### config.mk
export PLATFORM = sky130hd
export DESIGN_NAME = simfp_lane
export DESIGN_NICKNAME = d
export VERILOG_FILES = /design/src/hw/rtl/simfp_pkg.sv /design/src/hw/rtl/simfp_lane.sv
export SDC_FILE = /design/constraint.sdc
export NUM_CORES = 1
export LEC_CHECK = 0
export ABC_AREA = 0
export BUFFER_PORTS_ARGS = -buffer_cell sky130_fd_sc_hd__buf_2
export CORE_AREA = 2 2 77 79
export DETAILED_ROUTE_END_ITERATION = 10
export DIE_AREA = 0 0 79 81
export PLACE_DENSITY = 0.82
export SLEW_MARGIN = 20
export SYNTH_ARGS = -nofsm -noshare
export SYNTH_HDL_FRONTEND = slang
export SYNTH_SLANG_ARGS = --single-unit
export TNS_END_PERCENT = 50
### constraint.sdc
create_clock -name clk -period 6.8 [get_ports clk]
set_clock_uncertainty 0.1 [all_clocks]
set_input_delay 0.34 -clock clk [delete_from_list [all_inputs] [get_ports clk]]
set_output_delay 0.34 -clock clk [all_outputs]
set_load 0.005 [all_outputs]
### src/hw/rtl/simfp_pkg.sv
package simfp_pkg;

  // fixed field widths
  localparam int DATA_W   = 64;
  localparam int WEIGHT_W = 16;
  localparam int DIST_W   = 7;
  localparam int LIMIT_W  = 7;
  localparam int OPC_W    = 2;

  // defaults for the top level parameters
  localparam int FP_BITS_DEF  = 64;
  localparam int SUM_BITS_DEF = 32;

  localparam logic [LIMIT_W-1:0] LIMIT_RESET = LIMIT_W'(3);

  // popcount split: groups of GROUP_W bits over the full word
  localparam int GROUP_W = 8;
  localparam int NGROUPS = DATA_W / GROUP_W;
  localparam int CNT_W   = $clog2(GROUP_W + 1);

  typedef enum logic [OPC_W-1:0] {
    OP_ADD     = 2'd0,
    OP_FINISH  = 2'd1,
    OP_COMPARE = 2'd2
  } opcode_t;

  localparam logic KIND_FP   = 1'b0;
  localparam logic KIND_DIST = 1'b1;

  // request handed from the lanes to the merge stage
  typedef struct packed {
    logic              kind;
    logic [DATA_W-1:0] fingerprint;
    logic [DATA_W-1:0] diff;
  } req_t;

  function automatic logic [CNT_W-1:0] popcount_group(input logic [GROUP_W-1:0] v);
    logic [CNT_W-1:0] n;
    n = '0;
    for (int i = 0; i < GROUP_W; i++) begin
      n = n + CNT_W'(v[i]);
    end
    return n;
  endfunction

endpackage

### src/hw/rtl/simfp_lane.sv
module simfp_lane #(
  parameter int SUM_BITS = simfp_pkg::SUM_BITS_DEF
) (
  input  logic                          clk,
  input  logic                          rst_n,
  input  logic                          add_en,
  input  logic                          clr_en,
  input  logic                          hash_bit,
  input  logic [simfp_pkg::WEIGHT_W-1:0] weight,
  output logic                          sum_pos
);

  // working width holds the sum and the weight without overflow
  localparam int BASE_W = (SUM_BITS > simfp_pkg::WEIGHT_W + 1) ? SUM_BITS
                                                               : simfp_pkg::WEIGHT_W + 1;
  localparam int EXT_W  = BASE_W + 1;

  localparam logic signed [EXT_W-1:0] SAT_MAX =
    {{(EXT_W-SUM_BITS+1){1'b0}}, {(SUM_BITS-1){1'b1}}};
  localparam logic signed [EXT_W-1:0] SAT_MIN =
    {{(EXT_W-SUM_BITS+1){1'b1}}, {(SUM_BITS-1){1'b0}}};

  logic signed [SUM_BITS-1:0] sum_r;
  logic signed [SUM_BITS-1:0] sum_nxt;
  logic signed [EXT_W-1:0]    sum_ext;
  logic signed [EXT_W-1:0]    w_ext;
  logic signed [EXT_W-1:0]    raw;

  // signed add or subtract, then clamp to the sum bounds
  always_comb begin
    sum_ext = EXT_W'(sum_r);
    w_ext   = $signed({{(EXT_W-simfp_pkg::WEIGHT_W){1'b0}}, weight});
    raw     = hash_bit ? (sum_ext + w_ext) : (sum_ext - w_ext);
    if (raw > SAT_MAX) begin
      sum_nxt = SAT_MAX[SUM_BITS-1:0];
    end else if (raw < SAT_MIN) begin
      sum_nxt = SAT_MIN[SUM_BITS-1:0];
    end else begin
      sum_nxt = raw[SUM_BITS-1:0];
    end
  end

  always_ff @(posedge clk) begin
    if (!rst_n) begin
      sum_r <= '0;
    end else if (clr_en) begin
      sum_r <= '0;
    end else if (add_en) begin
      sum_r <= sum_nxt;
    end
  end

  // fingerprint bit: strictly positive sum
  assign sum_pos = !sum_r[SUM_BITS-1] && (sum_r != '0);

endmodule

==> flow_summary.toml <==
[synthesis]
synth_edf_count = 0
ys_types = 60
synth_top_family_by_area = "compound AO/OA/AOI/OAI gates"
synth_xor_area_frac = 0.121
ys_top_cells_by_area = "dfxtp_1 (19%), ha_1 (14%), a21oi_1 (7.4%)"
synth_top_cell_area_share = 0.192
syn_nets = 454
yosysMostFrequentCell = "a21oi_1"
ys_warn_count = 0
syn_inst = 396
ys_seq_area_frac = 0.192
synth-simple-area-share = 0.168
netlist_area_mm2 = 0.00333
synth_mux_area_frac = 0.0143
avgSynthCellArea_um2 = 8.42
synth_common_cells = "a21oi_1 (49), ha_1 (36), nor2_1 (36), dfxtp_1 (32), xor2_1 (22)"
synthArstFlopShare = 0
synth_top_area_cell = "dfxtp_1"
ys_seq_elements = 32
synthAdderAreaFrac = 0.153
yosys_most_used_dff = "dfxtp_1"
synth_compound_area_frac = 0.317

[power]
power.density_mw_per_mm2 = 219
p_comb_frac = 0.445
ir_drop_v = 0.000130
p_seq_frac = 0.290
leakage_nw = 1.66
switching_share = 0.378
clockPowerShare = 0.265
p_total_uw = 793
p_switching_uw = 300
intPower_uw = 493

[route]
route.antenna.remaining_nets = 0
wirelength_mm = 8.25
drt_first_pass_iters = 5
drtIter0Drc = 230
vias = 3130
wl_per_cell_um = 16.8
via_per_inst = 6.37
drc = 0

[sta]
period_needed_ps = 5460
tightest_slew_ps = 776
hold_viol = 0
rsz0062_at_grt = "false"
whs_ps = 270
slew_viol_final = 0
clock.fmax_mhz = 183
post-route-period-util = 0.803
finalWorstSetupSlack_ps = 1340
setup_viol = 0
max-slew-margin-rel = 0.481
tns_ps = 0

[critical_path]
slowest_delay_ps = 580
crit_type = "in2reg"
path_max_fanout = 27
slowest_stage = "a2111oi_0"
reg2reg_setup_slack_ps = 2790
r2r_cells = 12
cp.arrival_ps = 5540
cp-start-kind = "input pin"
end_kind = "flip-flop"
crit_path_cell_trace = "buf_2, or3_1, or3_4, nor3_1, nand2_1, nor2_1, ha_1, mux2_2, ha_1, a2111oi_0, nor2_1, a211oi_1, or2_1, mux2_4, nor3_4, a21oi_4, a221o_2"
cp.required_ps = 6880
worstReg2RegEnd = "sum_r[23]"
r2r_start = "sum_r[0]"

[global_routing]
grt_start_max_net_pins = 31
grt_pass1_vias = 2967
track_usage = 0.276
grt_overflow_total = 0
antenna_found_initial = 0
grt_pass1_wl_mm = 14.1

[cells_and_area]
antennaDiodeCount = 0
syn2layout_area_growth_pct = 8.29
nets = 473
fin_area_mm2 = 0.00361
utilization = 0.636
largest_reg_flops = 32
registers.top_by_ff_count = "sum_r"
drive_gt1_frac = 0.127
biggestRegsByFlops = "sum_r x32"
fill_cells = 497
final_cells = 491

[placed_design]
gp_congestion = 0.943
placed_area_mm2 = 0.00348
place_inst = 483
port_buffers = 21
pre_cts_slack_ps = 1140
hpwl_mm = 6.11

[cts]
clockBufferDepth = 2
cts.clk_slew.worst_paths_ps = 70
post-cts-setup-buffers = 0
clkLatencyLatePin_ps = 300
cts_hold_buf = 0
cts_tree = "done"
clock_sinks = 32
ctsResizeCount = 0
cts_buffers = 5
htree_num_levels = 2
cts_root_buf = "clkbuf_8"

[floorplanning]
start_util = 0.588
fp.dieW_um = 79
die_h_um = 81
dieArea_mm2 = 0.00640
pin_count = 22
row_count = 28
coreArea_mm2 = 0.00568

[min_path]
hold_start = "add_en"
min_to = "sum_r[0]"
whs_path_depth = 2
hold_class = "in2reg"

[flow_run]
max_cap_viol_count = 0

[run_status]
status = "complete, no violations"
power by group through the flow:
stage	sequential (mW)	combinational, mW	clock [mW]
finish	0.230	0.353	0.210
global route	0.233	0.389	0.218
CTS	0.229	0.348	0.209
detailed placement	0.233	0.345	0
global placement	0.233	0.337	0
floorplan	0.227	0.279	0
cell type report:
cell class	instances	area, um2	share of cell area
Inverter	14	52.6	0.0146
Sequential cell	32	641	0.177
Multi-Input combinational cell	339	2580	0.714
Tap cell	75	93.8	0.0260
Clock inverter	1	30.0	0.00832
Timing Repair Buffer	23	120	0.0333
Clock buffer	7	96.3	0.0267
cell usage in the layout, fill, tap and decap left out, types with 7 or more instances in the layout:
cell	count
nor4_1	9
ha_1	36
nand2b_1	10
a221o_1	21
a211oi_1	9
inv_1	13
a221o_2	7
a21o_1	14
a21oi_1	49
dfxtp_1	32
nor2_1	36
clkbuf_8	7
nand3_1	7
nand2_1	19
xor2_1	22
xnor2_1	19
o21ai_0	11
buf_2	21
routing by layer:
metal	wire, um	vias to the layer above	global-route usage
met2	3820	105	0.463
li1	-	1554	-
met5	0	-	0
met1	3690	1458	0.357
met4	148	0	0.0879
met3	583	13	0.0544
worst max path at each step:
stage	end	start
3_3_place_gp	sum_r[26]	weight[4]
5_1_grt	sum_r[29]	weight[4]
6_report	sum_r[3]	weight[4]
3_5_place_dp	sum_r[29]	weight[4]
4_1_cts	sum_r[2]	weight[4]
2_1_floorplan	sum_r[14]	weight[4]
worst max-delay path, delay by kind of cell:
family	cells	cell delay, ps
multiplexers	2	620
adder cells (fa/ha/maj)	2	550
AO/OA/AOI/OAI	4	1530
buffers and inverters	1	120
AND/OR/NAND/NOR	8	2380
kinds of logic (layout without fill, tap and decap cells):
group / count (synthesis) / after routing
AO/OA/AOI/OAI: 144 / 144
AND/OR/NAND/NOR: 107 / 107
XOR/XNOR: 43 / 43
adder cells (fa/ha/maj): 41 / 41
flip-flops: 32 / 32
buffers and inverters: 25 / 45
multiplexers: 4 / 4
(Power assumes the default switching activity.)
