[src/hw/rtl/simfp_pkg.sv]
package simfp_pkg;

  // fixed field widths
  localparam int DATA_W   = 64;
  localparam int WEIGHT_W = 16;
  localparam int DIST_W   = 7;
  localparam int LIMIT_W  = 7;
  localparam int OPC_W    = 2;

  // defaults for the top level parameters
  localparam int FP_BITS_DEF  = 64;
  localparam int SUM_BITS_DEF = 32;

  localparam logic [LIMIT_W-1:0] LIMIT_RESET = LIMIT_W'(3);

  // popcount split: groups of GROUP_W bits over the full word
  localparam int GROUP_W = 8;
  localparam int NGROUPS = DATA_W / GROUP_W;
  localparam int CNT_W   = $clog2(GROUP_W + 1);

  typedef enum logic [OPC_W-1:0] {
    OP_ADD     = 2'd0,
    OP_FINISH  = 2'd1,
    OP_COMPARE = 2'd2
  } opcode_t;

  localparam logic KIND_FP   = 1'b0;
  localparam logic KIND_DIST = 1'b1;

  // request handed from the lanes to the merge stage
  typedef struct packed {
    logic              kind;
    logic [DATA_W-1:0] fingerprint;
    logic [DATA_W-1:0] diff;
  } req_t;

  function automatic logic [CNT_W-1:0] popcount_group(input logic [GROUP_W-1:0] v);
    logic [CNT_W-1:0] n;
    n = '0;
    for (int i = 0; i < GROUP_W; i++) begin
      n = n + CNT_W'(v[i]);
    end
    return n;
  endfunction

endpackage

[src/hw/rtl/simfp_merge.sv]
module simfp_merge (
  input  logic                            clk,
  input  logic                            rst_n,
  input  logic                            req_valid,
  input  simfp_pkg::req_t                 req,
  output logic                            req_ready,
  input  logic [simfp_pkg::LIMIT_W-1:0]   limit,
  output logic                            out_valid,
  input  logic                            out_ready,
  output logic                            out_kind,
  output logic [simfp_pkg::DATA_W-1:0]    out_fp,
  output logic [simfp_pkg::DIST_W-1:0]    out_dist,
  output logic                            out_within
);

  logic                            s1_valid_r;
  logic                            s1_kind_r;
  logic [simfp_pkg::DATA_W-1:0]    s1_fp_r;
  logic [simfp_pkg::CNT_W-1:0]     s1_cnt_r [simfp_pkg::NGROUPS];

  logic                            out_valid_r;
  logic                            out_kind_r;
  logic [simfp_pkg::DATA_W-1:0]    out_fp_r;
  logic [simfp_pkg::DIST_W-1:0]    out_dist_r;
  logic                            out_within_r;

  logic                            adv;
  logic [simfp_pkg::DIST_W-1:0]    dist_sum;

  // pipeline moves when the output register is free or being taken
  assign adv       = !out_valid_r || out_ready;
  assign req_ready = !s1_valid_r || adv;

  always_ff @(posedge clk) begin
    if (!rst_n) begin
      s1_valid_r  <= 1'b0;
      out_valid_r <= 1'b0;
    end else begin
      if (req_ready) begin
        s1_valid_r <= req_valid;
      end
      if (adv) begin
        out_valid_r <= s1_valid_r;
      end
    end
  end

  // stage 1: per-group popcounts of the difference word
  always_ff @(posedge clk) begin
    if (req_ready && req_valid) begin
      s1_kind_r <= req.kind;
      s1_fp_r   <= req.fingerprint;
      for (int g = 0; g < simfp_pkg::NGROUPS; g++) begin
        s1_cnt_r[g] <= simfp_pkg::popcount_group(
                         req.diff[g*simfp_pkg::GROUP_W +: simfp_pkg::GROUP_W]);
      end
    end
  end

  // stage 2: add the group counts
  always_comb begin
    dist_sum = '0;
    for (int g = 0; g < simfp_pkg::NGROUPS; g++) begin
      dist_sum = dist_sum + simfp_pkg::DIST_W'(s1_cnt_r[g]);
    end
  end

  always_ff @(posedge clk) begin
    if (adv && s1_valid_r) begin
      out_kind_r   <= s1_kind_r;
      out_fp_r     <= s1_fp_r;
      // finish results carry zero distance and no near-match flag
      out_dist_r   <= (s1_kind_r == simfp_pkg::KIND_DIST) ? dist_sum : '0;
      out_within_r <= (s1_kind_r == simfp_pkg::KIND_DIST) && (dist_sum <= limit);
    end
  end

  assign out_valid  = out_valid_r;
  assign out_kind   = out_kind_r;
  assign out_fp     = out_fp_r;
  assign out_dist   = out_dist_r;
  assign out_within = out_within_r;

  // a waiting stage-1 request is never dropped
  a_s1_hold: assert property (@(posedge clk) disable iff (!rst_n)
    s1_valid_r && !adv |=> s1_valid_r)
    else $error("merge stage 1 request lost under stall");

  // distance never exceeds the word width
  a_dist_range: assert property (@(posedge clk) disable iff (!rst_n)
    out_valid_r |-> out_dist_r <= simfp_pkg::DIST_W'(simfp_pkg::DATA_W))
    else $error("distance out of range");

endmodule

[config.mk]
export PLATFORM = sky130hd
export DESIGN_NAME = simfp_merge
export DESIGN_NICKNAME = d
export VERILOG_FILES = /design/src/hw/rtl/simfp_pkg.sv /design/src/hw/rtl/simfp_merge.sv
export SDC_FILE = /design/constraint.sdc
export NUM_CORES = 1
export LEC_CHECK = 0
export BUFFER_PORTS_ARGS = -buffer_cell sky130_fd_sc_hd__buf_2
export CAP_MARGIN = 10
export CORE_ASPECT_RATIO = 0.9
export CORE_MARGIN = 8
export CORE_UTILIZATION = 52
export CTS_CLUSTER_DIAMETER = 60
export DETAILED_ROUTE_END_ITERATION = 10
export HOLD_SLACK_MARGIN = 0.05
export PLACE_DENSITY = 0.8
export SYNTH_ARGS = -nofsm -noshare
export SYNTH_HDL_FRONTEND = slang
export SYNTH_SLANG_ARGS = --single-unit
[constraint.sdc]
create_clock -name clk -period 6.8 [get_ports clk]
set_input_delay 1.36 -clock clk [delete_from_list [all_inputs] [get_ports clk]]
set_output_delay 1.36 -clock clk [all_outputs]
set_load 0.005 [all_outputs]
==> results.md <==
- The final non-filler cell total is 885.
- Yosys mapped the design onto 20 distinct sky130hd cell types.
- The utilization after layout is 0.674.
- The clock transition at the registers of the reported paths is 0.06 ns.
- The kind of critical path is reg2reg.
- 0 antenna diodes ended up in the layout.
- The highest net fanout along the worst path is 3.
- The worst hold slack after final layout is about 0.42 ns.
- In this run the worst hold path is classified as reg2reg.
- The number of vias after detailed routing is 4057.
- The share of the synthesized area in the top cell type is 0.676.
- On the final layout, the worst clock skew is 0.00686 ns.
- The worst slew slack as a fraction of its limit is 0.335.
- In this run the remaining antenna-violating nets after routing total 0.
- The flow ran to the end, and the final reports show no timing, DRC or antenna violations.
- The pin count of the biggest net entering global routing is 63.
- Clock latency on the worst-skew pair, taken at its later pin, is between 0.4 and 0.5 ns.
- The cell area after technology mapping is 7550 µm².
- Detailed placement finished with a half-perimeter wire length of 11500 µm.
- The first TritonRoute pass finished after 4 iterations.
- The average instance in the mapped netlist occupies 17.0 µm².
- The data required time at the worst endpoint is 6.96 ns.
- The count of final max-slew check failures came to 0.
- Of the post-synthesis cell area, the part taken by muxes is 0.00133.
- The final critical-path setup slack is 2.31 ns.
- The total routing usage reported by global routing is 0.159.
- The number of register bits inferred by synthesis is ~170.
- The completed layout was analyzed and its total power is 4.29 mW.
- The die is between 100 and 150 µm wide.
- The post-cts repair resize count is 0.
- The library cells used most frequently in the layout, excluding fill and tap cells, are sky130_fd_sc_hd__buf_2 (214), sky130_fd_sc_hd__edfxtp_1 (170), sky130_fd_sc_hd__inv_1 (124).
- The placer congestion estimate is 0.814.
- The number of placed instances, taps included is 854.
- The number of warnings issued by yosys is 0.
- The number of maximum-capacitance constraint violations is 0.
- The source of the worst register-to-register timing path is s1_cnt_r[0][1]$_DFFE_PP_.
- The launching instance or port of the critical path is s1_cnt_r[0][1]$_DFFE_PP_.
- The quantity of hold-fixing buffers added after cts is 0.
- The simple logic cell fraction of the synthesized area is 0.0204.
- Timing would allow up to between 0.2 and 0.25 GHz.
- Leaving out fill and tap cells, the most frequent cell in the layout is sky130_fd_sc_hd__buf_2.
- Using the TritonRoute via totals, the vias-per-cell ratio works out to about 4.6.
- The tree is rooted in a sky130_fd_sc_hd__clkbuf_16.
- In the final routed layout, each cell accounts on average for 16.2 µm.
- TritonCTS created 17 clock buffers.
- The overflow left after global routing is 0.
- After synthesis, the cell types taking the most area are sky130_fd_sc_hd__edfxtp_1 (68%), sky130_fd_sc_hd__fa_1 (15%), sky130_fd_sc_hd__ha_1 (6.3%).
- The initial antenna violation count is 3.
- The dominant register cell in the synthesized netlist is sky130_fd_sc_hd__edfxtp_1.
- The maximum VDD drop is around 0.50 mV.
- The share of the clock period used by the worst path after layout is 0.661.
- The worst setup path is launched from a flop.
- The cell with the largest stage delay on the worst path is sky130_fd_sc_hd__fa_1.
- The number of global-route vias before repair came to around 4500.
- The critical path endpoint category is a flop.
- The die extent in y is 130 µm.
- The final instance area is 9500 µm².
- The post-CTS setup-driven buffer insertion count is 0.
- The critical path's most frequent cell is sky130_fd_sc_hd__fa_1.
- For this run, design rule violations remaining after detail routing come to 0.
- The number of fill cells is 954.
- The clock drives 172 sinks.
- The wire length of the first global-routing pass is 22000 µm.
- The clock tree from TritonCTS is done.
- In the detailed route, the total length drawn on met3 is approximately 1300 µm.
- The site row count is just over 40.
- The met2 wire length is 7050 µm.
- At the end of the flow, the number of nets in the layout was 913.
- OpenSTA, run right after detailed placement, puts the worst setup slack at 2.32 ns.
- The largest single stage delay on the critical path is between 0.5 and 0.6 ns.
- Synthesis produced a netlist with a net count of 678.
- Setup repair after global routing left no endpoint under its margin.
- The share of post-route cells with drive strength above 1 is 0.360.
- At the pin with the least slew margin, the transition time is 0.996 ns.
- The first routing iteration left between 150 and 200 violations.
- In the final routing, the length of wire on met1 measures 5720 µm.
- CTS built an H-tree with a depth of 4.
- The initial utilization of the core area, before any placement, comes to 0.535.
- The main combinational cell family by area after synthesis is adder cells.
- The smallest clock period supported by the final layout is computed as 4.49 ns.
- The dominant cell type by area after synthesis is sky130_fd_sc_hd__edfxtp_1.
- The count of input and output buffers is 214.
- The number of endpoints with negative hold slack in the final report was 0.
- The accumulated negative setup slack is 0 ns.
- The number of top-level pins is between 200 and 250.
- The worst hold path begins at s1_fp_r[43]$_DFFE_PP_.
- Power spread over the standard cell area amounts to 452 nW/µm².
- The leakage power is 4.30 nW.
- The number of enable flip-flop cells after synthesis is 170.
- Traced cell by cell, the critical path runs through fa_1 -> inv_1 -> fa_1 -> fa_1 -> inv_1 -> fa_1 -> ha_1 -> fa_1 -> a21o_1 -> a21o_1 -> ha_1 -> nand4_1 -> a21oi_1 -> o22ai_1.
- The die covers 18600 µm².
- The arrival time of data at the critical path endpoint is 4.65 ns.
- Of the total synthesized cell area, the portion taken by full adders, half adders and majority gates is 0.209.
- The core footprint is roughly 14000 µm².
- Setup violations remaining at the end of the flow were counted as 0.
- The top layer used by detailed routing is met5.
- After synthesis, the share of flip-flops with an asynchronous set or reset is 0.
- Compared with the post-synthesis result, the final layout area differs by 25.8%.
- The clock passes through at most 2 buffers.
- The area share of xor/xnor cells in the synthesized design is 0.0116.
- For this block, the routed nets add up to approximately 14000 µm of wire.
- The synthesized-area fraction occupied by ao, oa, aoi and oai cells is 0.0151.
- The synthesized netlist cell count is 445.
- Once placement finished, the instance area stood at 8890 µm².
- The sequential fraction of the synthesis area is 0.681.
-- cells by family (layout without fill, tap and decap cells) --
logic type / Yosys count / in the layout
adder cells (fa/ha/maj): 93 / 93
flip-flops: 172 / 172
XOR/XNOR: 10 / 10
AND/OR/NAND/NOR: 26 / 26
buffers and inverters: 124 / 371
multiplexers: 1 / 1
AO/OA/AOI/OAI: 19 / 19
-- worst paths after layout --
check	endpoint	slack, ns	cells after the start
setup reg to reg	out_within$_DFFE_PP_	2.31	14
hold / removal	out_fp[43]$_DFFE_PP_	0.42	0
setup / recovery	out_within$_DFFE_PP_	2.31	14
hold reg to reg	out_fp[43]$_DFFE_PP_	0.42	0
-- Yosys cell counts (2+ instances only) --
cell / instances
sky130_fd_sc_hd__xnor2_1: 3
sky130_fd_sc_hd__a21oi_1: 12
sky130_fd_sc_hd__edfxtp_1: 170
sky130_fd_sc_hd__a21o_1: 3
sky130_fd_sc_hd__nand4_1: 2
sky130_fd_sc_hd__fa_1: 55
sky130_fd_sc_hd__nor2b_1: 11
sky130_fd_sc_hd__dfxtp_1: 2
sky130_fd_sc_hd__nand2_1: 4
sky130_fd_sc_hd__xor2_1: 7
sky130_fd_sc_hd__inv_1: 124
sky130_fd_sc_hd__and2_1: 7
sky130_fd_sc_hd__ha_1: 38
-- worst max-delay path, delay by kind of cell, from the launching register on --
kind	cells	cell delay, ns
buffers and inverters	2	0.11
DFF	1	0.40
and+or+nand+nor	1	0.13
AOI/OAI and AO/OA	4	0.63
adders and majority gates	7	2.97
-- power breakdown --
part	internal, mW	total [mW]	switching (mW)	leakage [nW]
registers	1.35	1.39	0.0333	1.65
clock network	0.584	0.984	0.400	0.289
logic	0.882	1.92	1.04	2.36
-- state kept, by name, indices dropped and copies added (netlist names) --
name,cells
s1_cnt_r,32
out_valid,1
s1_fp_r,64
out_within,1
out_fp,64
out_kind,1
out_dist,7
s1_valid_r,1
s1_kind_r,1
-- layout make-up --
type,count,area [µm²],share of cell area
clock buffers,17,425,0.0448
well taps,193,241,0.0254
flip-flops and latches,172,5140,0.541
clock inverters,14,188,0.0197
inverters,124,465,0.0490
multi-input cells,149,1950,0.205
repair buffers,216,1090,0.114
-- metal layers --
metal | vias to the layer above | GRT usage
met3 | 23 | 0.0573
met2 | 172 | 0.262
met4 | 6 | 0.0618
met1 | 1922 | 0.188
li1 | 1934 | -
met5 | - | 0
(Power assumes the default switching activity.)
